==> src/rtl/bme_pkg.sv <==
// Package for the block-match obfuscating encoder.
// Types, constants and small helper functions shared by bme_table, bme_emit and the top level.
// No dependencies.
`default_nettype none

package bme_pkg;

	localparam int unsigned TableEntries = 256;
	localparam int unsigned IdxW         = $clog2(TableEntries);
	localparam int unsigned BlockBytes   = 8;

	typedef logic [7:0]            byte_t;
	typedef logic [IdxW-1:0]       idx_t;
	typedef logic [8*BlockBytes-1:0] word_t;
	typedef logic [3:0]            cnt_t;

	localparam byte_t       KEY_START_RST = 8'd87;
	localparam byte_t       OBF_CONST     = 8'hB9;
	localparam byte_t       SECRET_CONST  = 8'h53;
	localparam logic [31:0] COUNT_CONST   = 32'h5455_5657;
	localparam cnt_t        FULL_BLOCK    = 4'd8;
	localparam idx_t        LAST_ENTRY    = idx_t'(TableEntries - 1);

	typedef struct packed {
		logic re;
		idx_t addr;
	} tbl_rd_t;

	typedef struct packed {
		logic  we;
		idx_t  addr;
		word_t data;
	} tbl_wr_t;

	typedef struct packed {
		logic  req;
		byte_t value;
		logic  last;
	} emit_req_t;

	function automatic byte_t bitrev8(input byte_t v);
		byte_t r;
		for (int k = 0; k < 8; k++) begin
			r[7-k] = v[k];
		end
		return r;
	endfunction

	// bit k set for every lane below n
	function automatic byte_t lane_mask(input cnt_t n);
		byte_t m;
		for (int k = 0; k < 8; k++) begin
			m[k] = (4'(k) < n);
		end
		return m;
	endfunction

	function automatic cnt_t popcount8(input byte_t v);
		cnt_t c;
		c = '0;
		for (int k = 0; k < 8; k++) begin
			c = c + cnt_t'(v[k]);
		end
		return c;
	endfunction

	function automatic logic [2:0] lowest_bit(input byte_t v);
		logic [2:0] r;
		r = '0;
		for (int k = 7; k >= 0; k--) begin
			if (v[k]) begin
				r = 3'(k);
			end
		end
		return r;
	endfunction

endpackage

`default_nettype wire

==> src/rtl/bme_emit.sv <==
// Output stage: obfuscates each byte with the key counter, keeps the plain sum
// and holds the result item in a register until it is taken.
// Depends on bme_pkg.
`default_nettype none

module bme_emit
	import bme_pkg::*;
(
	input  wire logic        clk,
	input  wire logic        arst_n,
	input  wire emit_req_t   req,
	input  wire byte_t       key_start,
	input  wire logic [31:0] byte_count,
	output logic             ready,
	output logic             result_valid,
	input  wire logic        result_stall,
	output byte_t            out_byte,
	output logic             out_last,
	output byte_t            header_secret,
	output logic [31:0]      header_count
);

	logic  valid_q;
	byte_t key_q;
	byte_t sum_q;
	byte_t sum_next;
	logic  fire;

	assign ready    = !valid_q || !result_stall;
	assign fire     = req.req && ready;
	assign sum_next = sum_q + req.value;

	always_ff @(posedge clk or negedge arst_n) begin
		if (!arst_n) begin
			valid_q <= 1'b0;
			key_q   <= KEY_START_RST;
			sum_q   <= '0;
		end else begin
			if (ready) begin
				valid_q <= req.req;
			end
			if (fire) begin
				// restart the key and sum after the final byte of a stream
				if (req.last) begin
					key_q <= key_start;
					sum_q <= '0;
				end else begin
					key_q <= key_q + 8'd1;
					sum_q <= sum_next;
				end
			end
		end
	end

	always_ff @(posedge clk) begin
		if (fire) begin
			out_byte      <= req.value ^ bitrev8(key_q) ^ OBF_CONST;
			out_last      <= req.last;
			header_secret <= req.last ? (sum_next ^ SECRET_CONST) : '0;
			header_count  <= req.last ? (byte_count ^ COUNT_CONST) : '0;
		end
	end

	assign result_valid = valid_q;

endmodule

`default_nettype wire

==> config.mk <==
export PLATFORM = sky130hd
export DESIGN_NAME = bme_emit
export DESIGN_NICKNAME = d
export VERILOG_FILES = /design/src/rtl/bme_pkg.sv /design/src/rtl/bme_emit.sv
export SDC_FILE = /design/constraint.sdc
export NUM_CORES = 1
export LEC_CHECK = 0
export ABC_CLOCK_PERIOD_IN_PS = 3800
export BUFFER_PORTS_ARGS = -buffer_cell sky130_fd_sc_hd__buf_2
export CAP_MARGIN = 20
export CORE_UTILIZATION = 52
export DETAILED_ROUTE_END_ITERATION = 10
export PLACE_DENSITY = 0.83
export SLEW_MARGIN = 10
export SYNTH_ARGS = -nofsm -noshare
export SYNTH_HDL_FRONTEND = slang
export SYNTH_SLANG_ARGS = --single-unit
==> constraint.sdc <==
create_clock -name clk -period 3.8 [get_ports clk]
set_input_delay 0.19 -clock clk [delete_from_list [all_inputs] [get_ports clk]]
set_output_delay 0.19 -clock clk [all_outputs]
set_load 0.02 [all_outputs]
==> results.tsv <==
stage	metric	value	unit
detailed_routing	firstDrtPassIters	4	
detailed_routing	m1WireLength	2.55	mm
cts	htreeDepth	3	
detailed_routing	drc	0	
worst_setup_path	slowest_delay	0.49	ns
power_and_ir_drop	powerDensity	528	mW/mm^2
grt	grt_pass1_wl	9.36	mm
synthesis	synth-seq-cells	66	
detailed_routing	postRouteAntennaNets	0	
power_and_ir_drop	ir_drop	0.297	mV
detailed_routing	drt_iter0_markers	119	
synthesis	synth_warnings	0	
finish	antenna_cells	0	
sta	hold_violations	0	
synthesis	ys_top_cells_by_area	edfxtp_1 (50%), dfrtp_1 (10%), and2_1 (4.5%)	
finish	nets	399	
synthesis	syn_nets	294	
floorplan	fp.dieW	76.9	um
worst_setup_path	critPathTopFamily	simple AND/OR/NAND/NOR gates	
worst_setup_path	r2r_slack	1.74	ns
floorplan	num_rows	26	
worst_hold_path	min_to	result_valid	
place	postPlaceCellArea	0.00349	mm^2
synthesis	synth_top_area_cell	edfxtp_1	
cts	cts_buffers	9	
cts	clk_pin_slew	0.07	ns
detailed_routing	via_count	2112	
worst_setup_path	worst-path-max-fanout	3	
worst_hold_path	worstHoldStart	req[9]	
floorplan	pin_count	104	
finish	mostFrequentLayoutCells	buf_2 (103), edfxtp_1 (49), nor2_1 (26)	
synthesis	synth_cells	232	
worst_setup_path	worstReg2RegStart	sum_q[0]	
worst_setup_path	crit_required	4.01	ns
cts	cts_root_buffer	clkbuf_8	
outcome	status	complete, no violations	
finish	final_common_cell	buf_2	
power_and_ir_drop	leakage	1.63	nW
sta	finClkSkew	0.00926	ns
sta	finalSetupTns	0	ns
run	cap_viol_max_count	0	
sta	drv_slew	0	
worst_setup_path	crit_chain	ha_1 -> inv_1 -> fa_1 -> nor2b_4 -> o21ai_2 -> a21oi_1 -> or4_4 -> a32o_1	
power_and_ir_drop	p_total	0.00195	W
place	place_ws	1.75	ns
detailed_routing	vias_per_cell	5.13	
cts	cts_tree	yes	
worst_hold_path	hold_depth	2	
detailed_routing	route.met3.wl	351	um
sta	rsz0062_at_grt	no	
sta	period_needed	2.06	ns
cts	cts_buffer_depth	2	
worst_setup_path	r2r_cells	8	
synthesis	yosys.area.top_type_share	50.4	%
worst_setup_path	cp_slowest_cell	or4_4	
detailed_routing	wl_met2	2.68	mm
place	dpl.hpwl	3.96	mm
sta	worst_pin_slew	0.848	ns
detailed_routing	wl	5.63	mm
sta	setup_violations	0	
worst_hold_path	hp-class	input port to register	
floorplan	core-area	0.00527	mm^2
worst_setup_path	startpoint_type	register	
finish	area_growth	26.6	%
synthesis	netlist_area	0.00292	mm^2
finish	fin_cells	412	
worst_setup_path	rr_endpoint	sum_q[6]	
grt	track_usage	20.7	%
place	gp_congestion	0.796	
floorplan	start_util	55.4	%
synthesis	syn_avg_cell_area	12.6	um^2
cts	postCtsSetupBuffers	0	
sta	min_period_over_period	54.2	%
grt	antenna_found_initial	0	
place	dp_cells	395	
synthesis	synth_seq_area_share	65.2	%
grt	grt_pass1_vias	2033	
floorplan	die_y	76.9	um
grt	overflow	0	
finish	drive_above_1_share	38.9	%
sta	setup_slack	1.74	ns
detailed_routing	dr.max_layer_used	met4	
detailed_routing	wire_per_inst	13.7	um
sta	max_freq	485	MHz
cts	insertion_delay	0.33	ns
floorplan	die_area	0.00592	mm^2
grt	grt_max_degree	46	
cts	clkSinkCount	66	
place	portBuffers	103	
worst_setup_path	cp.arrival	2.27	ns
synthesis	yosysUniqueCellTypes	36	
sta	max_slew_margin	43.3	%
finish	n_fill_cell	410	
worst_setup_path	crit_buf_inv	1	
worst_setup_path	endpoint_kind	register	
worst_setup_path	path_class	register to register	
finish	design_area	0.00370	mm^2
layer usage:
layer	global-route usage [%]	vias to the layer above
li1	-	1040
met1	26.9	978
met2	33.8	89
met3	4.17	5
met4	8.65	0
met5	0	-
cell type report:
type                       count  area, um^2  area share, %
clock buffer                   9         124           3.35
tap                           70        87.6           2.37
multi-input combinational    148         950           25.7
clock inverter                 7        68.8           1.86
inverter                       6        22.5          0.609
timing repair buffer         106         541           14.6
sequential                    66        1900           51.5
cell families after synthesis:
| kind of cell | count (synthesis) | synth area share (%) |
|---|---|---|
| AND/OR/NAND/NOR | 79 | 14.0 |
| multiplexers | 2 | 0.686 |
| AO/OA/AOI/OAI | 46 | 10.2 |
| XOR/XNOR | 12 | 3.60 |
| flip-flops | 66 | 65.2 |
| adder cells (fa/ha/maj) | 9 | 4.11 |
| buffers and inverters | 18 | 2.31 |
power by group:
part	switching [W]	internal (W)	total, W
Clock	0.000261	0.000301	0.000562
Combinational	0.000251	0.000193	0.000444
Sequential	0.0000562	0.000891	0.000947
cell usage after synthesis:
cell type  number
edfxtp_1       49
nor2_1         26
and2_1         21
o21ai_0        17
a21oi_1        12
clkbuf_1       12
dfrtp_1        12
nand2_1        10
ha_1            8
inv_1           6
xnor2_1         6
xor2_1          6
dfstp_2         5
and3_1          4
nand3_1         4
nor3_1          4
a22o_1          3
or3_1           3
a21o_1          2
a31oi_1         2
mux2i_1         2
o21ai_2         2
o31ai_1         2
or2_1           2
a211oi_1        1
a22o_4          1
a22oi_1         1
a311o_1         1
a32o_1          1
fa_1            1
nand2b_1        1
nor2b_4         1
nor3b_1         1
nor4_1          1
o211ai_2        1
or4_4           1
state kept, by name (all words and copies together) (netlist names):
signal and flops:
sum_q 8, header_secret 8, out_last 1, header_count 32, result_valid 1, key_q 8, out_byte 8
worst reg2reg max path, cell delays in order (launching register included):
cell     delay, ns
dfrtp_1       0.39
ha_1          0.22
inv_1         0.07
fa_1          0.24
nor2b_4       0.05
o21ai_2       0.13
a21oi_1       0.10
or4_4         0.49
a32o_1        0.25
stage by stage:
step	hold slack [ns]	util, %
6_report	0.0757	70.1
3_5_place_dp	0.147	66.3
2_1_floorplan	-0.106	-
5_1_grt	0.0848	70.1
3_3_place_gp	0.145	66.3
4_1_cts	0.0640	70.1
how the worst max path moves through the flow:
stage / startpoint / to / slack (ns) / cells past startpoint
after floorplan: result_valid / key_q[7] / 1.40 / 7
final: sum_q[0] / sum_q[6] / 1.74 / 8
after detailed placement: sum_q[0] / sum_q[6] / 1.75 / 8
after CTS: sum_q[0] / sum_q[6] / 1.73 / 8
after global placement: sum_q[0] / sum_q[6] / 1.79 / 8
after global routing: result_valid / key_q[7] / 1.59 / 7
repair_timing:
action / 4_1_cts / 5_1_grt
endpoints found under the setup margin: 0 / 0
hold endpoints to repair: 12 / 0
hold buffers: 1 / 0
resized for setup: 0 / 0
No activity file was read; power rests on OpenSTA's default activity.
